$ cat src/hw/rtl/bis_pkg.sv
// Shared types, constants and helper functions of the bilinear image scaler.
// No dependencies; every other RTL file refers to it by scoped names.
`default_nettype none

package bis_pkg;

    localparam int MAX_WIDTH   = 1024;
    localparam int MAX_HEIGHT  = 1024;
    localparam int STORE_DEPTH = MAX_WIDTH * MAX_HEIGHT;
    localparam int ADDR_W      = $clog2(STORE_DEPTH);

    localparam int PIX_W    = 8;
    localparam int COORD_W  = 13;
    localparam int DIM_W    = 11;
    localparam int SCALE_W  = 16;
    localparam int SC_W     = 11;   // clamped scale, at most 1280
    localparam int STEP_W   = 19;   // floor(2^24 / 51) fits
    localparam int POS_W    = COORD_W + STEP_W;
    localparam int FRAC_W   = 8;
    localparam int WT_W     = 17;   // weight product, at most 65536
    localparam int ACC_W    = 24;
    localparam int OUTD_W   = 2 * SC_W - FRAC_W;  // output width / height
    localparam int AREA_W   = 2 * DIM_W - 1;

    localparam int SCALE_MIN  = 51;
    localparam int SCALE_MAX  = 1280;
    localparam int ROW_BORDER = 3;
    localparam int RECIP_BITS = 25;   // dividend 2^24 has 25 bits
    localparam int RCNT_W     = $clog2(RECIP_BITS);
    localparam int STEP_RESET = 65536;

    localparam int CFG_IDX_W = 2;
    localparam logic [CFG_IDX_W-1:0] CFG_SOURCE_WIDTH  = 2'd0;
    localparam logic [CFG_IDX_W-1:0] CFG_SOURCE_HEIGHT = 2'd1;
    localparam logic [CFG_IDX_W-1:0] CFG_SCALE_Q8      = 2'd2;

    localparam logic OP_LOAD  = 1'b0;
    localparam logic OP_QUERY = 1'b1;

    typedef struct packed {
        logic               operation;
        logic [PIX_W-1:0]   pixel_in;
        logic [COORD_W-1:0] out_column;
        logic [COORD_W-1:0] out_row;
    } bis_in_t;

    typedef struct packed {
        logic [PIX_W-1:0] gray_out;
        logic             out_of_range;
    } bis_out_t;

    typedef enum logic [2:0] {
        ST_IDLE,
        ST_MUL,
        ST_BASE,
        ST_READ,
        ST_DRAIN,
        ST_EMIT
    } bis_state_t;

    typedef struct packed {
        logic       capture;
        logic       load_we;
        logic       rd_en;
        logic [1:0] rd_sel;
        logic       acc_clear;
        logic       out_load;
    } bis_cmd_t;

    typedef struct packed {
        logic oor;
        logic out_busy;
    } bis_status_t;

    function automatic logic [DIM_W-1:0] clamp_dim(input logic [DIM_W-1:0] v,
                                                   input logic [DIM_W-1:0] limit);
        logic [DIM_W-1:0] r;
        if (v == '0)
            r = DIM_W'(1);
        else if (v > limit)
            r = limit;
        else
            r = v;
        return r;
    endfunction

    function automatic logic [SC_W-1:0] clamp_scale(input logic [SCALE_W-1:0] v);
        logic [SC_W-1:0] r;
        if (v < SCALE_W'(SCALE_MIN))
            r = SC_W'(SCALE_MIN);
        else if (v > SCALE_W'(SCALE_MAX))
            r = SC_W'(SCALE_MAX);
        else
            r = v[SC_W-1:0];
        return r;
    endfunction

endpackage

`default_nettype wire

$ cat src/hw/rtl/bis_recip.sv
// Restoring divider producing step = floor(2^24 / scale), one quotient bit a cycle.
// Depends on bis_pkg for widths and the reset step.
`default_nettype none

module bis_recip (
    input  wire logic                     clk,
    input  wire logic                     rst_n,
    input  wire logic                     start,
    input  wire logic [bis_pkg::SC_W-1:0] divisor,
    output logic                          busy,
    output logic [bis_pkg::STEP_W-1:0]    step
);

    logic                          busy_reg, busy_next;
    logic [bis_pkg::RCNT_W-1:0]    cnt_reg, cnt_next;
    logic [bis_pkg::SC_W-1:0]      rem_reg, rem_next;
    logic [bis_pkg::SC_W-1:0]      div_reg, div_next;
    logic [bis_pkg::STEP_W-1:0]    quo_reg, quo_next;
    logic [bis_pkg::SC_W:0]        trial;
    logic [bis_pkg::SC_W:0]        diff;
    logic                          ge;

    // dividend is a single one at bit 24
    assign trial = {rem_reg, (cnt_reg == bis_pkg::RCNT_W'(bis_pkg::RECIP_BITS - 1))};
    assign ge    = trial >= {1'b0, div_reg};
    assign diff  = trial - {1'b0, div_reg};

    always_comb
    begin
        busy_next = busy_reg;
        cnt_next  = cnt_reg;
        rem_next  = rem_reg;
        div_next  = div_reg;
        quo_next  = quo_reg;
        if (start)
        begin
            busy_next = 1'b1;
            cnt_next  = bis_pkg::RCNT_W'(bis_pkg::RECIP_BITS - 1);
            rem_next  = '0;
            div_next  = divisor;
            quo_next  = '0;
        end
        else if (busy_reg)
        begin
            rem_next = ge ? diff[bis_pkg::SC_W-1:0] : trial[bis_pkg::SC_W-1:0];
            quo_next = {quo_reg[bis_pkg::STEP_W-2:0], ge};
            if (cnt_reg == '0)
                busy_next = 1'b0;
            else
                cnt_next = cnt_reg - 1'b1;
        end
    end

    always_ff @(posedge clk or negedge rst_n)
    begin
        if (!rst_n)
        begin
            busy_reg <= 1'b0;
            cnt_reg  <= '0;
            rem_reg  <= '0;
            div_reg  <= '0;
            quo_reg  <= bis_pkg::STEP_W'(bis_pkg::STEP_RESET);
        end
        else
        begin
            busy_reg <= busy_next;
            cnt_reg  <= cnt_next;
            rem_reg  <= rem_next;
            div_reg  <= div_next;
            quo_reg  <= quo_next;
        end
    end

    assign busy = busy_reg;
    assign step = quo_reg;

endmodule

`default_nettype wire

$ cat config.mk
export PLATFORM = sky130hd
export DESIGN_NAME = bis_recip
export DESIGN_NICKNAME = d
export VERILOG_FILES = /design/src/hw/rtl/bis_pkg.sv /design/src/hw/rtl/bis_recip.sv
export SDC_FILE = /design/constraint.sdc
export NUM_CORES = 1
export LEC_CHECK = 0
export ABC_CLOCK_PERIOD_IN_PS = 2800
export BUFFER_PORTS_ARGS = -buffer_cell sky130_fd_sc_hd__buf_2
export CAP_MARGIN = 15
export CORE_MARGIN = 2
export CORE_UTILIZATION = 41
export CTS_BUF_LIST = sky130_fd_sc_hd__clkbuf_8
export DETAILED_ROUTE_END_ITERATION = 8
export GPL_TIMING_DRIVEN = 0
export PLACE_DENSITY = 0.69
export SETUP_SLACK_MARGIN = 0.15
export SLEW_MARGIN = 10
export SYNTH_ARGS = -nofsm -noshare
export SYNTH_HDL_FRONTEND = slang
export SYNTH_SLANG_ARGS = --single-unit
$ cat constraint.sdc
create_clock -name clk -period 2.8 [get_ports clk]
set_clock_uncertainty 0.1 [all_clocks]
set_input_delay 0.84 -clock clk [delete_from_list [all_inputs] [get_ports clk]]
set_output_delay 0.84 -clock clk [all_outputs]
set_load 0.02 [all_outputs]
==> impl_metrics.csv <==
group,metric,value,unit
sta,min_period_over_period,0.911,
sta,worstMarginPinSlew,0.675,ns
sta,finalHoldViolCount,0,
setup_path,cp-end-kind,"register",
status,status,"finished clean",
synthesis,synth_warnings,0,
synthesis,synthFlopType,"dfrtp_1",
clock_network,clkTransAtPathRegs,0.10,ns
route,vias,2111,
route,post-route-drc-count,0,
synthesis,synth_cell_types,47,
setup_path,crit_type,"reg2reg",
synthesis,yosys.area.top_type,"dfrtp_1",
setup_path,cp_max_fo,8,
synthesis,syn_area,2650,sq um
synthesis,synthesis.nets,292,
setup_path,crit_slowest_cell,"a311o_1",
die,start_util,0.420,
clock_network,cts_root_buf,"clkbuf_8",
synthesis,synthTopCellsByArea,"dfrtp_1 43%, mux2i_1 9.1%, ha_1 6.1%",
clock_network,cts_tree,"yes",
sta,slew_headroom,0.545,
setup_path,critical_path_arrival,2.67,ns
layout,fill_cells,614,
sta,slew_viol_final,0,
setup_path,startpoint_type,"register",
power_and_ir_drop,power.share.clock,0.173,
placement,portBuffers,32,
sta,rsz0062_at_grt,"yes",
run,drv_cap,0,
clock_network,cts_buffers,5,
power_and_ir_drop,combPwrFrac,0.478,
clock_network,clock-sinks,47,
clock_network,holdBufCountCts,0,
placement,routabilityCongestion,0.834,
sta,setup_tns,0,ns
die,boundaryPins,34,
die,die_w,84.4,microns
synthesis,syn_inst,264,
layout,syn2layout_area_growth,19.6,%
grt,first_global_vias,2160,
route,wirelength,6010,microns
placement,place_inst,373,
layout,drive_gt1_frac,0.248,
grt,grt_max_degree,48,
placement,place_area,2910,sq um
synthesis,synth-seq-cells,47,
power_and_ir_drop,power.net_switching,0.952,mW
synthesis,yosysSeqAreaShare,0.444,
grt,gr-total-overflow,0,
route,post_drt_wl_per_cell,15.3,microns
route,drt-initial-drc-count,83,
clock_network,cts.path.max_buffers,2,
setup_path,cpPeakStageDelay,0.44,ns
route,antenna_left,0,
layout,antenna_cells,0,
layout,final_area,3170,sq um
power_and_ir_drop,cellPowerDensity,780,nW/um^2
sta,fin_crit,2.55,ns
power_and_ir_drop,ir_worst_vdd,0.000311,V
clock_network,htreeDepth,2,
power_and_ir_drop,power,2.47,mW
sta,whs,0.395,ns
power_and_ir_drop,total_leakage_power,1.65,nW
grt,grt_pass1_wl,10100,microns
sta,max_freq,0.392,GHz
setup_path,required,2.91,ns
sta,setup_viol,0,
synthesis,synth_edf_count,0,
synthesis,synth_common_cells,"46 x dfrtp_1, 39 x nor2_1, 24 x mux2i_1",
route,avgViaCountPerCell,5.39,
route,first_pass_iters,4,
power_and_ir_drop,p_int,1.52,mW
synthesis,async_flop_share,1.00,
die,die_h,84.4,microns
die,coreArea,6310,sq um
placement,hpwl,4000,microns
min_path,hp-class,"in2async",
clock_network,worstSkewPairLatency,0.30,ns
setup_path,crit_chain,"inv_2, ha_4, nand4b_1, ha_2, nand4_1, a311o_1, o211ai_4, buf_6, o31ai_2, a311oi_2",
grt,antenna_found_initial,0,
synthesis,synth.avg_cell_area,10.0,sq um
grt,grt_usage,0.176,
layout,nets,342,
layout,stdcell_count,392,
synthesis,synth_top_area_share,0.435,
die,rows,29,
power_and_ir_drop,seqPwrFrac,0.349,
synthesis,yosysMostFrequentCell,"dfrtp_1",
die,fp.dieArea,7120,sq um
layout,largest_reg_flops,19,
power_and_ir_drop,sw_frac_of_total,0.386,
## routing by layer
layer	track usage	up-vias	wire, microns	part of all wire
met5	0	-	0	0
met4	0.0563	0	68	0.011
met3	0.0393	6	277	0.046
met2	0.290	49	2870	0.48
met1	0.231	1034	2790	0.46
li1	-	1022	-	-
## path summary, 6_finish.rpt
path | slack, ns | cells after the start | start | end
min | 0.39 | 1 | rst_n | step[4]
min reg2reg | 0.44 | 2 | div_reg[5] | div_reg[5]
max | 0.25 | 10 | cnt_reg[1] | rem_reg[9]
max in group asynchronous | 1.61 | 2 | rst_n | step[16]
min in group clk | 0.44 | 2 | div_reg[5] | div_reg[5]
max reg2reg | 0.25 | 10 | cnt_reg[1] | rem_reg[9]
## worst max-delay path, delay by kind of cell, from the launching register on
kind | cells | cell delay, ns
buf+inv | 2 | 0.28
flops | 1 | 0.40
simple gates | 2 | 0.24
fa+ha+maj | 2 | 0.49
compound gates | 4 | 0.95
## metrics by stage
step | worst slack (ns) | util
floorplan | 0.306 | -
global placement | 0.136 | 0.460
detailed placement | 0.0318 | 0.460
CTS | 0.172 | 0.489
global route | 0.0835 | 0.502
finish | 0.248 | 0.502
## power by group through the flow
stage / Clock (mW) / Combinational (mW) / Sequential, mW
CTS: 0.444 / 1.09 / 0.861
detailed placement: 0 / 0.991 / 0.873
finish: 0.427 / 1.18 / 0.861
global placement: 0 / 0.967 / 0.869
floorplan: 0 / 0.791 / 0.866
global route: 0.481 / 1.29 / 0.873
## layout by cell type (no fill, tap or decap), types with 2 or more instances in the layout
cell type / synthesis / layout
a41o_1: 2 / 2
a211oi_2: 1 / 2
dfrtp_1: 46 / 46
nor2_1: 39 / 39
buf_2: 0 / 32
clkbuf_8: 0 / 5
buf_6: 2 / 5
inv_6: 0 / 2
ha_1: 13 / 11
o21ai_1: 0 / 2
buf_4: 1 / 8
inv_1: 21 / 18
clkbuf_1: 8 / 8
inv_2: 0 / 3
o21ai_0: 16 / 14
a211oi_1: 6 / 5
a21o_1: 2 / 2
nand4_1: 2 / 2
nor4_1: 3 / 3
nand2_1: 19 / 19
buf_1: 3 / 3
o2111ai_1: 4 / 4
nand2b_1: 3 / 3
a311o_1: 2 / 2
mux2i_1: 24 / 24
a21oi_1: 8 / 7
nand3_1: 5 / 4
xnor2_1: 8 / 8
## layout make-up
class                      instances  area, sq um  area share
tap                               77         96.3      0.0304
clock inverter                     3         22.5     0.00711
multi-input combinational        181         1380       0.436
buffer                            14         71.3      0.0225
clock buffer                       5         68.8      0.0217
inverter                          22         82.6      0.0261
sequential                        47         1180       0.372
timing repair buffer              43          267      0.0842
## what timing repair did
action,in CTS,in global routing
pin swaps,5,7
resized for setup,8,12
hold endpoints to repair,0,0
endpoints found under the setup margin,9,12
setup buffers,8,1
cloned,1,0
## cell families (layout without fill, tap and decap cells)
group           count (synthesis)  in the layout  share of synthesized area
simple gates                   77             77                      0.134
compound gates                 55             55                      0.164
flops                          47             47                      0.444
buf+inv                        36             87                     0.0581
mux                            26             26                      0.101
fa+ha+maj                      14             14                     0.0690
xor+xnor                        9              9                     0.0298
No activity file was read; power rests on OpenSTA's default activity.
