$ cat src/hw/rtl/bis_pkg.sv
// Shared types, constants and helper functions of the bilinear image scaler.
// No dependencies; every other RTL file refers to it by scoped names.
`default_nettype none

package bis_pkg;

    localparam int MAX_WIDTH   = 1024;
    localparam int MAX_HEIGHT  = 1024;
    localparam int STORE_DEPTH = MAX_WIDTH * MAX_HEIGHT;
    localparam int ADDR_W      = $clog2(STORE_DEPTH);

    localparam int PIX_W    = 8;
    localparam int COORD_W  = 13;
    localparam int DIM_W    = 11;
    localparam int SCALE_W  = 16;
    localparam int SC_W     = 11;   // clamped scale, at most 1280
    localparam int STEP_W   = 19;   // floor(2^24 / 51) fits
    localparam int POS_W    = COORD_W + STEP_W;
    localparam int FRAC_W   = 8;
    localparam int WT_W     = 17;   // weight product, at most 65536
    localparam int ACC_W    = 24;
    localparam int OUTD_W   = 2 * SC_W - FRAC_W;  // output width / height
    localparam int AREA_W   = 2 * DIM_W - 1;

    localparam int SCALE_MIN  = 51;
    localparam int SCALE_MAX  = 1280;
    localparam int ROW_BORDER = 3;
    localparam int RECIP_BITS = 25;   // dividend 2^24 has 25 bits
    localparam int RCNT_W     = $clog2(RECIP_BITS);
    localparam int STEP_RESET = 65536;

    localparam int CFG_IDX_W = 2;
    localparam logic [CFG_IDX_W-1:0] CFG_SOURCE_WIDTH  = 2'd0;
    localparam logic [CFG_IDX_W-1:0] CFG_SOURCE_HEIGHT = 2'd1;
    localparam logic [CFG_IDX_W-1:0] CFG_SCALE_Q8      = 2'd2;

    localparam logic OP_LOAD  = 1'b0;
    localparam logic OP_QUERY = 1'b1;

    typedef struct packed {
        logic               operation;
        logic [PIX_W-1:0]   pixel_in;
        logic [COORD_W-1:0] out_column;
        logic [COORD_W-1:0] out_row;
    } bis_in_t;

    typedef struct packed {
        logic [PIX_W-1:0] gray_out;
        logic             out_of_range;
    } bis_out_t;

    typedef enum logic [2:0] {
        ST_IDLE,
        ST_MUL,
        ST_BASE,
        ST_READ,
        ST_DRAIN,
        ST_EMIT
    } bis_state_t;

    typedef struct packed {
        logic       capture;
        logic       load_we;
        logic       rd_en;
        logic [1:0] rd_sel;
        logic       acc_clear;
        logic       out_load;
    } bis_cmd_t;

    typedef struct packed {
        logic oor;
        logic out_busy;
    } bis_status_t;

    function automatic logic [DIM_W-1:0] clamp_dim(input logic [DIM_W-1:0] v,
                                                   input logic [DIM_W-1:0] limit);
        logic [DIM_W-1:0] r;
        if (v == '0)
            r = DIM_W'(1);
        else if (v > limit)
            r = limit;
        else
            r = v;
        return r;
    endfunction

    function automatic logic [SC_W-1:0] clamp_scale(input logic [SCALE_W-1:0] v);
        logic [SC_W-1:0] r;
        if (v < SCALE_W'(SCALE_MIN))
            r = SC_W'(SCALE_MIN);
        else if (v > SCALE_W'(SCALE_MAX))
            r = SC_W'(SCALE_MAX);
        else
            r = v[SC_W-1:0];
        return r;
    endfunction

endpackage

`default_nettype wire

$ cat src/hw/rtl/bis_ctrl.sv
// Controller state machine sequencing a query through the datapath.
// Depends on bis_pkg for the state, command and status types.
`default_nettype none

module bis_ctrl (
    input  wire logic                 clk,
    input  wire logic                 rst_n,
    input  wire logic                 in_valid,
    input  wire logic                 operation,
    input  wire logic                 step_busy,
    input  wire bis_pkg::bis_status_t status,
    output logic                      in_stall,
    output bis_pkg::bis_cmd_t         cmd
);

    bis_pkg::bis_state_t state_reg, state_next;
    logic [1:0]          rd_cnt_reg, rd_cnt_next;
    logic                accept;

    assign in_stall = (state_reg != bis_pkg::ST_IDLE) || step_busy;
    assign accept   = in_valid && !in_stall;

    always_comb
    begin
        state_next  = state_reg;
        rd_cnt_next = '0;
        case (state_reg)
            bis_pkg::ST_IDLE:
            begin
                if (accept && operation == bis_pkg::OP_QUERY)
                    state_next = bis_pkg::ST_MUL;
            end
            bis_pkg::ST_MUL:
                state_next = bis_pkg::ST_BASE;
            bis_pkg::ST_BASE:
                state_next = status.oor ? bis_pkg::ST_EMIT : bis_pkg::ST_READ;
            bis_pkg::ST_READ:
            begin
                rd_cnt_next = rd_cnt_reg + 1'b1;
                if (rd_cnt_reg == 2'd3)
                    state_next = bis_pkg::ST_DRAIN;
            end
            bis_pkg::ST_DRAIN:
                state_next = bis_pkg::ST_EMIT;
            bis_pkg::ST_EMIT:
            begin
                if (!status.out_busy)
                    state_next = bis_pkg::ST_IDLE;
            end
            default:
                state_next = bis_pkg::ST_IDLE;
        endcase
    end

    always_comb
    begin
        cmd.capture   = accept && operation == bis_pkg::OP_QUERY;
        cmd.load_we   = accept && operation == bis_pkg::OP_LOAD;
        cmd.rd_en     = state_reg == bis_pkg::ST_READ;
        cmd.rd_sel    = rd_cnt_reg;
        cmd.acc_clear = state_reg == bis_pkg::ST_BASE;
        cmd.out_load  = (state_reg == bis_pkg::ST_EMIT) && !status.out_busy;
    end

    always_ff @(posedge clk or negedge rst_n)
    begin
        if (!rst_n)
        begin
            state_reg  <= bis_pkg::ST_IDLE;
            rd_cnt_reg <= '0;
        end
        else
        begin
            state_reg  <= state_next;
            rd_cnt_reg <= rd_cnt_next;
        end
    end

endmodule

`default_nettype wire

$ cat config.mk
export PLATFORM = sky130hd
export DESIGN_NAME = bis_ctrl
export DESIGN_NICKNAME = d
export VERILOG_FILES = /design/src/hw/rtl/bis_pkg.sv /design/src/hw/rtl/bis_ctrl.sv
export SDC_FILE = /design/constraint.sdc
export NUM_CORES = 1
export LEC_CHECK = 0
export ABC_AREA = 1
export ABC_CLOCK_PERIOD_IN_PS = 1500
export BUFFER_PORTS_ARGS = -buffer_cell sky130_fd_sc_hd__clkbuf_2
export CAP_MARGIN = 10
export CORE_AREA = 2 2 39 41
export CTS_BUF_LIST = sky130_fd_sc_hd__clkbuf_8
export DETAILED_ROUTE_END_ITERATION = 7
export DIE_AREA = 0 0 41 43
export GPL_TIMING_DRIVEN = 0
export SKIP_CTS_REPAIR_TIMING = 1
export SLEW_MARGIN = 0
export SYNTH_ARGS = -nofsm -noshare
export SYNTH_HDL_FRONTEND = slang
export SYNTH_SLANG_ARGS = --single-unit
$ cat constraint.sdc
create_clock -name clk -period 1.5 [get_ports clk]
set_clock_uncertainty 0.05 [all_clocks]
set_input_delay 0.225 -clock clk [delete_from_list [all_inputs] [get_ports clk]]
set_output_delay 0.225 -clock clk [all_outputs]
set_load 0.05 [all_outputs]
==> impl_summary.log, run 1 <==
INFO  metric run_status = complete, but fails checks
INFO  metric failed_checks = setup timing
INFO  metric ys_dominant_reg_cell = sky130_fd_sc_hd__dfrtp_1
INFO  metric largest_net_degree_at_the_start_of_global_routing = 7
INFO  metric p_leak = 0.279 nW
INFO  metric cp_slowest_stage_delay = 440 ps
INFO  metric relSlewSlack = 81.5%
INFO  metric layout_cells_sized_above_1 = 57.8%
INFO  metric clock_tree.root_cell = sky130_fd_sc_hd__clkbuf_8
INFO  metric synth_top_area_share = 38.5%
INFO  metric synth.most_common_cell = sky130_fd_sc_hd__inv_1
INFO  metric rows = 14
INFO  metric kind_of_critical_path = flop to output pin
INFO  metric synthDistinctLibCells = 17
INFO  metric smallest_setup_slack_after_layout = -74.6 ps
INFO  metric synth_largest_area_cell = sky130_fd_sc_hd__dfrtp_1
INFO  metric die_h = 43 um
INFO  metric crit_fanout = 5
INFO  metric hold_path_class = input port to flop
INFO  metric drc = 0
INFO  metric synth-warning-count = 0
INFO  metric synth_enable_flop_cells = 0
INFO  metric drt_first_iter_violations = 4
INFO  metric area_of_the_mapped_netlist = 325 um2
INFO  metric grt_setup_unrepaired = true
INFO  metric sum_of_negative_setup_slack = -177 ps
INFO  metric min_period_over_period = 105%
INFO  metric holdWs = 250 ps
INFO  metric fmax = 0.635 GHz
INFO  metric cts_num_sinks = 5
INFO  metric global_route_wire_length_before_repair = 1070 um
INFO  metric finalWeightedCongestion = 0.647
INFO  metric port-buffer-count = 14
INFO  metric synth-seq-area-share = 38.5%
INFO  metric fp.dieArea = 1760 um2
INFO  metric number_of_failing_hold_endpoints_at_the_final_stage = 0
INFO  metric timing.critical_path.required = 1220 ps
INFO  metric ff2ff_setup_slack = 360 ps
INFO  metric largest_register_ffs = 3
INFO  metric worst_setup_hold_path_clk_slew = 30 ps
INFO  metric final_nets = 73
INFO  metric number_of_vias_after_detailed_routing = 348
INFO  metric synth_top_cells_by_count = sky130_fd_sc_hd__inv_1 (8), sky130_fd_sc_hd__nor2_1 (6), sky130_fd_sc_hd__dfrtp_1 (5), sky130_fd_sc_hd__nand2_1 (5), sky130_fd_sc_hd__inv_2 (3)
INFO  metric crit_path_max_delay_cell_type = sky130_fd_sc_hd__dfrtp_2
INFO  metric critPathCaptureType = output pin
INFO  metric synth_seq_cells = 5
INFO  metric via_count_of_the_first_global_routing_pass = 293
INFO  metric cts.path.max_buffers = 2
INFO  metric syn2layout_area_growth = 71.2%
INFO  metric drv.max_cap_violation_count = 0
INFO  metric drt.antenna.violating_nets = 0
INFO  metric critical_path_arrival = 1300 ps
INFO  metric dr.pass1.iters = 4
INFO  metric cp_cell_sequence = nor2_4, nand2_2, inv_4, nand3_4, nor2_2, buf_6
INFO  metric all_layer_gr_usage = 10.1%
INFO  metric synthesis.area_per_instance = 7.57 um2
INFO  metric htree_levels = 1
INFO  metric synth.top_cells.by_area = sky130_fd_sc_hd__dfrtp_1 (38%), sky130_fd_sc_hd__inv_1 (9.2%), sky130_fd_sc_hd__nor2_1 (6.9%), sky130_fd_sc_hd__nand3_2 (6.2%), sky130_fd_sc_hd__nand2_1 (5.8%)
INFO  metric worst_skew_pair.late_latency = 220 ps
INFO  metric synthesis.nets = 51
INFO  metric peakVddDrop = 0.825 mV
INFO  metric dieWidth = 41 um
INFO  metric via_density_per_instance = 4.35
INFO  metric final.fill_count = 143
INFO  metric start_util = 23.5%
INFO  metric num_io_pins = 15
INFO  metric synthArstFlopShare = 100%
INFO  metric detailedPlacementHpwl = 524 um
INFO  metric cts-buffers-inserted = 3
INFO  metric synthesized_instance_count = 43
INFO  metric globalRouteOverflowTotal = 0
INFO  metric worst_tran_pin_value = 278 ps
INFO  metric insertedDiodeCount = 0
INFO  metric wirelength = 706 um
INFO  metric cts_tree = done
INFO  metric powerDensity = 2200 nW/um2
INFO  metric routed_wire_length_per_instance = 8.83 um
INFO  metric report.final.slew_viol_count = 0
INFO  metric crit_path_start_kind = flop
INFO  metric initial_antenna_violation_count = 0
INFO  metric placeableCoreArea = 1380 um2
INFO  metric min_period = 1570 ps
INFO  metric setup-violations-final = 3
[logic make-up (layout without fill, tap and decap cells)]
| kind of cell | after synthesis | count (layout) | share of synthesized area [%] |
|---|---|---|---|
| AOI/OAI and AO/OA | 7 | 7 | 13.5 |
| adders and majority gates | 1 | 1 | 3.85 |
| buffers and inverters | 11 | 32 | 12.7 |
| DFF | 5 | 5 | 38.5 |
| and+or+nand+nor | 19 | 19 | 31.5 |
[layout make-up]
cell class                 instances  area (um2)  share of cell area (%)
multi-input combinational         27         198                    35.5
clock inverter                     1        3.75                   0.674
sequential                         5         129                    23.1
inverter                          11        43.8                    7.87
clock buffer                       3        41.3                    7.42
tap                               16        20.0                    3.60
timing repair buffer              17         121                    21.8
[layout by cell type (no fill, tap or decap)]
master	Yosys	routed
sky130_fd_sc_hd__nor4_2	0	1
sky130_fd_sc_hd__nand3_2	2	1
sky130_fd_sc_hd__nor3_2	0	1
sky130_fd_sc_hd__dlygate4sd3_1	0	1
sky130_fd_sc_hd__nand3_4	0	1
sky130_fd_sc_hd__clkbuf_4	0	1
sky130_fd_sc_hd__nor2_1	6	3
sky130_fd_sc_hd__o21ai_1	2	2
sky130_fd_sc_hd__nand2_2	2	3
sky130_fd_sc_hd__clkbuf_8	0	3
sky130_fd_sc_hd__nor2_2	0	1
sky130_fd_sc_hd__o21ai_0	2	2
sky130_fd_sc_hd__nor2_4	1	3
sky130_fd_sc_hd__inv_2	3	2
sky130_fd_sc_hd__dfrtp_1	5	2
sky130_fd_sc_hd__buf_4	0	4
sky130_fd_sc_hd__clkbuf_2	0	8
sky130_fd_sc_hd__dfrtp_2	0	3
sky130_fd_sc_hd__o31ai_2	1	1
sky130_fd_sc_hd__a31oi_1	1	1
sky130_fd_sc_hd__nand2_1	5	4
sky130_fd_sc_hd__inv_4	0	1
sky130_fd_sc_hd__ha_1	1	1
sky130_fd_sc_hd__inv_1	8	9
sky130_fd_sc_hd__nand4_1	1	1
sky130_fd_sc_hd__buf_6	0	3
sky130_fd_sc_hd__a21oi_1	1	1
[through the flow]
step,cell area [um2],setup slack (ps),instances,total power (W),utilization [%]
3_5_place_dp,427,-18.6,73,0.000857,30.8
5_1_grt,557,-147,80,0.00132,40.2
4_1_cts,472,-259,77,0.00111,34.1
2_1_floorplan,337,-236,43,0.000739,-
3_3_place_gp,427,-14.1,73,0.000853,30.8
6_report,557,-74.6,80,0.00123,40.2
[final timing paths]
path                               startpoint             to  depth (start not counted)
worst max-delay path             state_reg[1]         cmd[5]                          6
worst min register to register  rd_cnt_reg[0]  rd_cnt_reg[0]                          1
min in group asynchronous               rst_n   state_reg[1]                          2
worst min-delay path                step_busy   state_reg[2]                          4
worst max register to register   state_reg[0]   state_reg[2]                          8
max in group asynchronous               rst_n   state_reg[2]                          2
[worst max-delay path: cells and delay by family (launching register included)]
family | cells | cell delay [ps]
buf+inv | 2 | 240
flops | 1 | 440
simple gates | 4 | 390
[where the power goes]
| group | switching (W) | internal [W] |
|---|---|---|
| clock network | 0.0000640 | 0.000175 |
| logic | 0.000453 | 0.000244 |
| registers | 0.0000874 | 0.000202 |
[per-layer routing]
layer | part of all wire [%] | global-route usage (%)
met1 | 42 | 10.7
met2 | 47 | 12.5
met3 | 7.6 | 4.71
met4 | 3.1 | 12.0
met5 | 0 | 0
Note: power is estimated with default switching activity, not from simulation.
==> run 2: changes to the inputs <==
--- a/config.mk
+++ b/config.mk
@@ -7,15 +7,16 @@
 export LEC_CHECK = 0
 export ABC_AREA = 1
 export ABC_CLOCK_PERIOD_IN_PS = 1500
-export BUFFER_PORTS_ARGS = -buffer_cell sky130_fd_sc_hd__clkbuf_2
 export CAP_MARGIN = 10
 export CORE_AREA = 2 2 39 41
 export CTS_BUF_LIST = sky130_fd_sc_hd__clkbuf_8
 export DETAILED_ROUTE_END_ITERATION = 7
 export DIE_AREA = 0 0 41 43
+export DONT_BUFFER_PORTS = 1
 export GPL_TIMING_DRIVEN = 0
 export SKIP_CTS_REPAIR_TIMING = 1
 export SLEW_MARGIN = 0
 export SYNTH_ARGS = -nofsm -noshare
 export SYNTH_HDL_FRONTEND = slang
 export SYNTH_SLANG_ARGS = --single-unit
+export TNS_END_PERCENT = 10
==> impl_summary.log, run 2 (synthesized netlist as in run 1, its figures left out) <==
INFO  metric run_status = complete, but fails checks
INFO  metric failed_checks = setup timing
INFO  metric via_count_of_the_first_global_routing_pass = 270
INFO  metric final.fill_count = 157
INFO  metric finalWeightedCongestion = 0.644
INFO  metric all_layer_gr_usage = 8.86%
INFO  metric p_leak = 0.215 nW
INFO  metric dieWidth = 41 um
INFO  metric syn2layout_area_growth = 48.5%
INFO  metric start_util = 23.5%
INFO  metric insertedDiodeCount = 0
INFO  metric kind_of_critical_path = flop to output pin
INFO  metric most_common_cell_after_layout_fill_and_taps_aside = sky130_fd_sc_hd__inv_1
INFO  metric die_h = 43 um
INFO  metric worst_skew_pair.late_latency = 220 ps
INFO  metric sum_of_negative_setup_slack = -495 ps
INFO  metric peakVddDrop = 0.616 mV
INFO  metric dr.pass1.iters = 4
INFO  metric drv.max_cap_violation_count = 0
INFO  metric crit_buf_inv = 1
INFO  metric via_density_per_instance = 4.47
INFO  metric largest_net_degree_at_the_start_of_global_routing = 7
INFO  metric cts.path.max_buffers = 2
INFO  metric layout_cells_sized_above_1 = 48.0%
INFO  metric cp_num_cells = 2
INFO  metric cts-buffers-inserted = 3
INFO  metric globalRouteOverflowTotal = 0
INFO  metric drc = 0
INFO  metric number_of_failing_hold_endpoints_at_the_final_stage = 0
INFO  metric largest_register_ffs = 3
INFO  metric initial_antenna_violation_count = 0
INFO  metric path_delay_family = simple AND/OR/NAND/NOR gates
INFO  metric min_period = 1670 ps
INFO  metric hold_depth = 3
INFO  metric port-buffer-count = 0
INFO  metric grt_setup_unrepaired = true
INFO  metric final_nets = 59
INFO  metric crit_fanout = 6
INFO  metric hold_path_class = input port to flop
INFO  metric rows = 14
INFO  metric place_inst = 59
INFO  metric drt.antenna.violating_nets = 0
INFO  metric cp_cell_sequence = inv_1, nor4_4
INFO  metric layout.core_utilization = 34.9%
INFO  metric relSlewSlack = 51.1%
INFO  metric smallest_setup_slack_after_layout = -175 ps
INFO  metric worst_tran_pin_value = 728 ps
INFO  metric number_of_vias_after_detailed_routing = 295
INFO  metric global_route_wire_length_before_repair = 972 um
INFO  metric wirelength = 718 um
INFO  metric setup-violations-final = 4
INFO  metric crit_path_start_kind = flop
INFO  metric cts_tree = done
INFO  metric powerDensity = 2450 nW/um2
INFO  metric num_io_pins = 15
INFO  metric area_of_all_sequential_standard_cells = 129 um2
INFO  metric report.final.slew_viol_count = 0
INFO  metric critPathCaptureType = output pin
INFO  metric cts_num_sinks = 5
INFO  metric fp.dieArea = 1760 um2
INFO  metric most-common-layout-cells = sky130_fd_sc_hd__inv_1 (9), sky130_fd_sc_hd__nand2_2 (4), sky130_fd_sc_hd__nor2_4 (4)
INFO  metric routed_wire_length_per_instance = 10.9 um
INFO  metric critical_path_arrival = 1400 ps
INFO  metric placeableCoreArea = 1380 um2
INFO  metric fmax = 0.597 GHz
INFO  metric worst_setup_hold_path_clk_slew = 40 ps
INFO  metric crit_path_max_delay_cell_type = sky130_fd_sc_hd__nor4_4
INFO  metric drt_first_iter_violations = 6
INFO  metric multi_input_comb_area = 220 um2
INFO  metric detailedPlacementHpwl = 503 um
INFO  metric cp_slowest_stage_delay = 630 ps
INFO  metric timing.critical_path.required = 1220 ps
INFO  metric min_period_over_period = 112%
INFO  metric worst_r2r_path_depth = 8
INFO  metric final_cells = 66
INFO  metric htree_levels = 1
INFO  metric clock_tree.root_cell = sky130_fd_sc_hd__clkbuf_8
run 2: changes by cell type in the layout (fill, tap and decap cells not counted), sizes merged:
cell,before,now
buf,7,2
clkbuf,12,3
run 2: final timing paths:
check                                  start      endpoint  slack [ps]
max in group asynchronous              rst_n  state_reg[0]         950
worst max register to register  state_reg[1]  state_reg[2]         110
worst max-delay path            state_reg[0]        cmd[0]        -170
worst min-delay path               step_busy  state_reg[2]         140
worst min register to register  state_reg[1]  state_reg[1]         630
min in group asynchronous              rst_n  state_reg[2]         240
run 2: layout make-up:
cell class,instances,area share (%)
Clock buffer,3,8.55
Clock inverter,1,0.777
Inverter,11,9.07
Multi-Input combinational cell,27,45.6
Sequential cell,5,26.7
Tap cell,16,4.15
Timing Repair Buffer,3,5.18
run 2: per-layer routing:
metal,wire length (um),track usage [%],vias to the layer above
li1,-,-,150
met1,263,8.77,131
met2,415,12.2,14
met3,39,3.66,0
met4,0,10.0,0
met5,0,0,-
run 2: tightest hold or removal path, delay by kind of cell:
family | cells | cell delay [ps]
AOI/OAI and AO/OA | 1 | 60
and+or+nand+nor | 2 | 90
run 2: per-stage QoR:
stage               hold slack (ps)  setup slack (ps)  power (W)  area [um2]
floorplan                      -121              -236   0.000739         337
global placement               -121              -320   0.000794         357
detailed placement             -121              -333   0.000802         357
CTS                            -355              -567    0.00105         402
global route                    157              -260    0.00128         483
finish                          143              -175    0.00118         483
run 2: power breakdown:
part | switching (W) | internal [W]
clock network | 0.0000660 | 0.000175
logic | 0.000394 | 0.000184
registers | 0.000163 | 0.000201
total | 0.000623 | 0.000561
==> run 3: changes to the inputs <==
--- a/config.mk
+++ b/config.mk
@@ -5,7 +5,7 @@
 export SDC_FILE = /design/constraint.sdc
 export NUM_CORES = 1
 export LEC_CHECK = 0
-export ABC_AREA = 1
+export ABC_AREA = 0
 export ABC_CLOCK_PERIOD_IN_PS = 1500
 export CAP_MARGIN = 10
 export CORE_AREA = 2 2 39 41
@@ -14,7 +14,7 @@
 export DIE_AREA = 0 0 41 43
 export DONT_BUFFER_PORTS = 1
 export GPL_TIMING_DRIVEN = 0
-export SKIP_CTS_REPAIR_TIMING = 1
+export PLACE_DENSITY = 0.37
 export SLEW_MARGIN = 0
 export SYNTH_ARGS = -nofsm -noshare
 export SYNTH_HDL_FRONTEND = slang
==> impl_summary.log, run 3 <==
INFO  metric run_status = complete, but fails checks
INFO  metric failed_checks = setup timing
INFO  metric synth_enable_flop_cells = 0
INFO  metric synth.most_common_cell = sky130_fd_sc_hd__dfrtp_1
INFO  metric wirelength = 750 um
INFO  metric relSlewSlack = 66.6%
INFO  metric preCtsSetupSlack = -92.2 ps
INFO  metric internal_power = 0.000541 W
INFO  metric ys_dominant_reg_cell = sky130_fd_sc_hd__dfrtp_1
INFO  metric switching_fraction_of_total_power = 46.2%
INFO  metric area_of_the_mapped_netlist = 300 um2
INFO  metric rows = 14
INFO  metric power_frac_seq = 30.1%
INFO  metric via_count_of_the_first_global_routing_pass = 280
INFO  metric largest_register_ffs = 3
INFO  metric synth_largest_area_cell = sky130_fd_sc_hd__dfrtp_1
INFO  metric fmax = 0.624 GHz
INFO  metric die_h = 43 um
INFO  metric start_util = 21.7%
INFO  metric hold_path_class = input port to flop
INFO  metric worst_skew_pair.late_latency = 220 ps
INFO  metric insertedDiodeCount = 0
INFO  metric number_of_vias_after_detailed_routing = 271
INFO  metric setup-violations-final = 4
INFO  metric grt_setup_unrepaired = true
INFO  metric syn2layout_area_growth = 40.8%
INFO  metric timing.critical_path.required = 1220 ps
INFO  metric fraction_of_power_consumed_by_combinational_cells = 46.3%
INFO  metric smallest_setup_slack_after_layout = -103 ps
INFO  metric drc = 0
INFO  metric number_of_failing_hold_endpoints_at_the_final_stage = 0
INFO  metric synth_top_area_share = 41.7%
INFO  metric all_layer_gr_usage = 10.5%
INFO  metric placeableCoreArea = 1380 um2
INFO  metric peakVddDrop = 0.763 mV
INFO  metric final_nets = 47
INFO  metric fp.dieArea = 1760 um2
INFO  metric clock_tree.root_cell = sky130_fd_sc_hd__clkbuf_8
INFO  metric report.final.slew_viol_count = 0
INFO  metric layout.core_utilization = 30.6%
INFO  metric most-common-layout-cells = sky130_fd_sc_hd__nand2_1 (4), sky130_fd_sc_hd__inv_1 (3), sky130_fd_sc_hd__a21oi_1 (3), sky130_fd_sc_hd__clkbuf_8 (3), sky130_fd_sc_hd__dfrtp_1 (3)
INFO  metric dr.pass1.iters = 4
INFO  metric synthArstFlopShare = 100%
INFO  metric place_inst = 47
INFO  metric cts_tree = done
INFO  metric routed_wire_length_per_instance = 13.9 um
INFO  metric detailedPlacementHpwl = 486 um
INFO  metric drt_first_iter_violations = 2
INFO  metric global_route_wire_length_before_repair = 1130 um
INFO  metric clock_power_share = 23.6%
INFO  metric most_common_cell_after_layout_fill_and_taps_aside = sky130_fd_sc_hd__nand2_1
INFO  metric min_period_over_period = 107%
INFO  metric synthesized_instance_count = 31
INFO  metric crit_fanout = 3
INFO  metric finalWeightedCongestion = 0.681
INFO  metric dieWidth = 41 um
INFO  metric worst_tran_pin_value = 501 ps
INFO  metric synthDistinctLibCells = 19
INFO  metric synthesis.area_per_instance = 9.69 um2
INFO  metric worst_setup_hold_path_clk_slew = 30 ps
INFO  metric cts_num_sinks = 5
INFO  metric p_leak = 0.197 nW
INFO  metric total_power = 0.00101 W
INFO  metric netSwitchingPower = 0.000465 W
INFO  metric synth-seq-area-share = 41.7%
INFO  metric crit_path_start_kind = flop
INFO  metric layout_cells_sized_above_1 = 39.5%
INFO  metric synth-warning-count = 0
INFO  metric synth_seq_cells = 5
INFO  metric num_io_pins = 15
INFO  metric sum_of_negative_setup_slack = -304 ps
INFO  metric cts-buffers-inserted = 3
INFO  metric drt.antenna.violating_nets = 0
INFO  metric critPathCaptureType = output pin
INFO  metric synth_top_cells_by_count = sky130_fd_sc_hd__dfrtp_1 (5), sky130_fd_sc_hd__nand2_1 (4), sky130_fd_sc_hd__a21oi_1 (3)
INFO  metric min_period = 1600 ps
INFO  metric critical_path_arrival = 1330 ps
INFO  metric initial_antenna_violation_count = 0
INFO  metric via_density_per_instance = 5.02
INFO  metric kind_of_critical_path = flop to output pin
INFO  metric globalRouteOverflowTotal = 0
INFO  metric synth.top_cells.by_area = sky130_fd_sc_hd__dfrtp_1 (42%), sky130_fd_sc_hd__a21oi_1 (5.0%), sky130_fd_sc_hd__and2b_1 (5.0%), sky130_fd_sc_hd__nand2_1 (5.0%), sky130_fd_sc_hd__nor2b_4 (4.6%)
INFO  metric drv.max_cap_violation_count = 0
INFO  metric largest_net_degree_at_the_start_of_global_routing = 11
INFO  metric synthesis.nets = 39
INFO  metric powerDensity = 2380 nW/um2
INFO  metric port-buffer-count = 0
INFO  metric final_cells = 54
INFO  metric cts.path.max_buffers = 2
INFO  metric htree_levels = 1
## run 3: final cells by class
cell class | instances | area, um2
Fill cell | 151 | 961
Timing Repair Buffer | 3 | 28.8
Sequential cell | 5 | 128
Tap cell | 16 | 20.0
Inverter | 2 | 7.51
Multi-Input combinational cell | 23 | 189
Buffer | 1 | 5.00
Clock buffer | 3 | 41.3
Clock inverter | 1 | 3.75
## run 3: per-layer routing
layer | vias up | part of all wire [%] | track usage [%]
met3 | 2 | 7.7 | 6.28
li1 | 126 | - | -
met4 | 0 | 2.5 | 8.00
met2 | 14 | 54 | 15.6
met1 | 129 | 35 | 9.77
met5 | - | 0 | 0
## run 3: logic make-up after synthesis
group,after synthesis,synth area share [%]
simple gates,14,32.1
fa+ha+maj,1,4.17
compound gates,8,17.9
buf+inv,3,4.17
flops,5,41.7
## run 3: metrics by stage
step | hold WS, ps | instance area [um2]
4_1_cts | 104 | 423
5_1_grt | 109 | 423
2_1_floorplan | -121 | 305
6_report | 114 | 423
3_5_place_dp | -120 | 325
3_3_place_gp | -120 | 325
## run 3: path summary, 6_finish.rpt
check | startpoint | end | slack [ps] | cells past startpoint
max | state_reg[0] | cmd[5] | -100 | 3
min | status[0] | state_reg[2] | 110 | 2
max reg2reg | rd_cnt_reg[0] | state_reg[2] | 110 | 3
min reg2reg | state_reg[1] | state_reg[1] | 540 | 1
max in group asynchronous | rst_n | state_reg[2] | 940 | 1
min in group asynchronous | rst_n | state_reg[0] | 250 | 1
## run 3: critical path, cell delays in order, from the launching register on
cell	delay (ps)
sky130_fd_sc_hd__dfrtp_1	390
sky130_fd_sc_hd__nor4_4	300
sky130_fd_sc_hd__nand2_1	130
sky130_fd_sc_hd__nor2_4	280
## run 3: power by group through the flow
stage | combinational (W) | sequential, W | clock, W
floorplan | 0.000350 | 0.000278 | 0
global placement | 0.000388 | 0.000292 | 0
detailed placement | 0.000389 | 0.000295 | 0
CTS | 0.000465 | 0.000304 | 0.000248
global route | 0.000499 | 0.000310 | 0.000264
finish | 0.000465 | 0.000303 | 0.000238
## run 3: what timing repair did
action | in CTS | in global routing
pin swaps | 3 | 3
cloned | 0 | 0
setup endpoints to repair | 5 | 6
hold endpoints to repair | 5 | 0
buffers inserted | 2 | 0
resized for setup | 8 | 0
hold buffers | 1 | 0
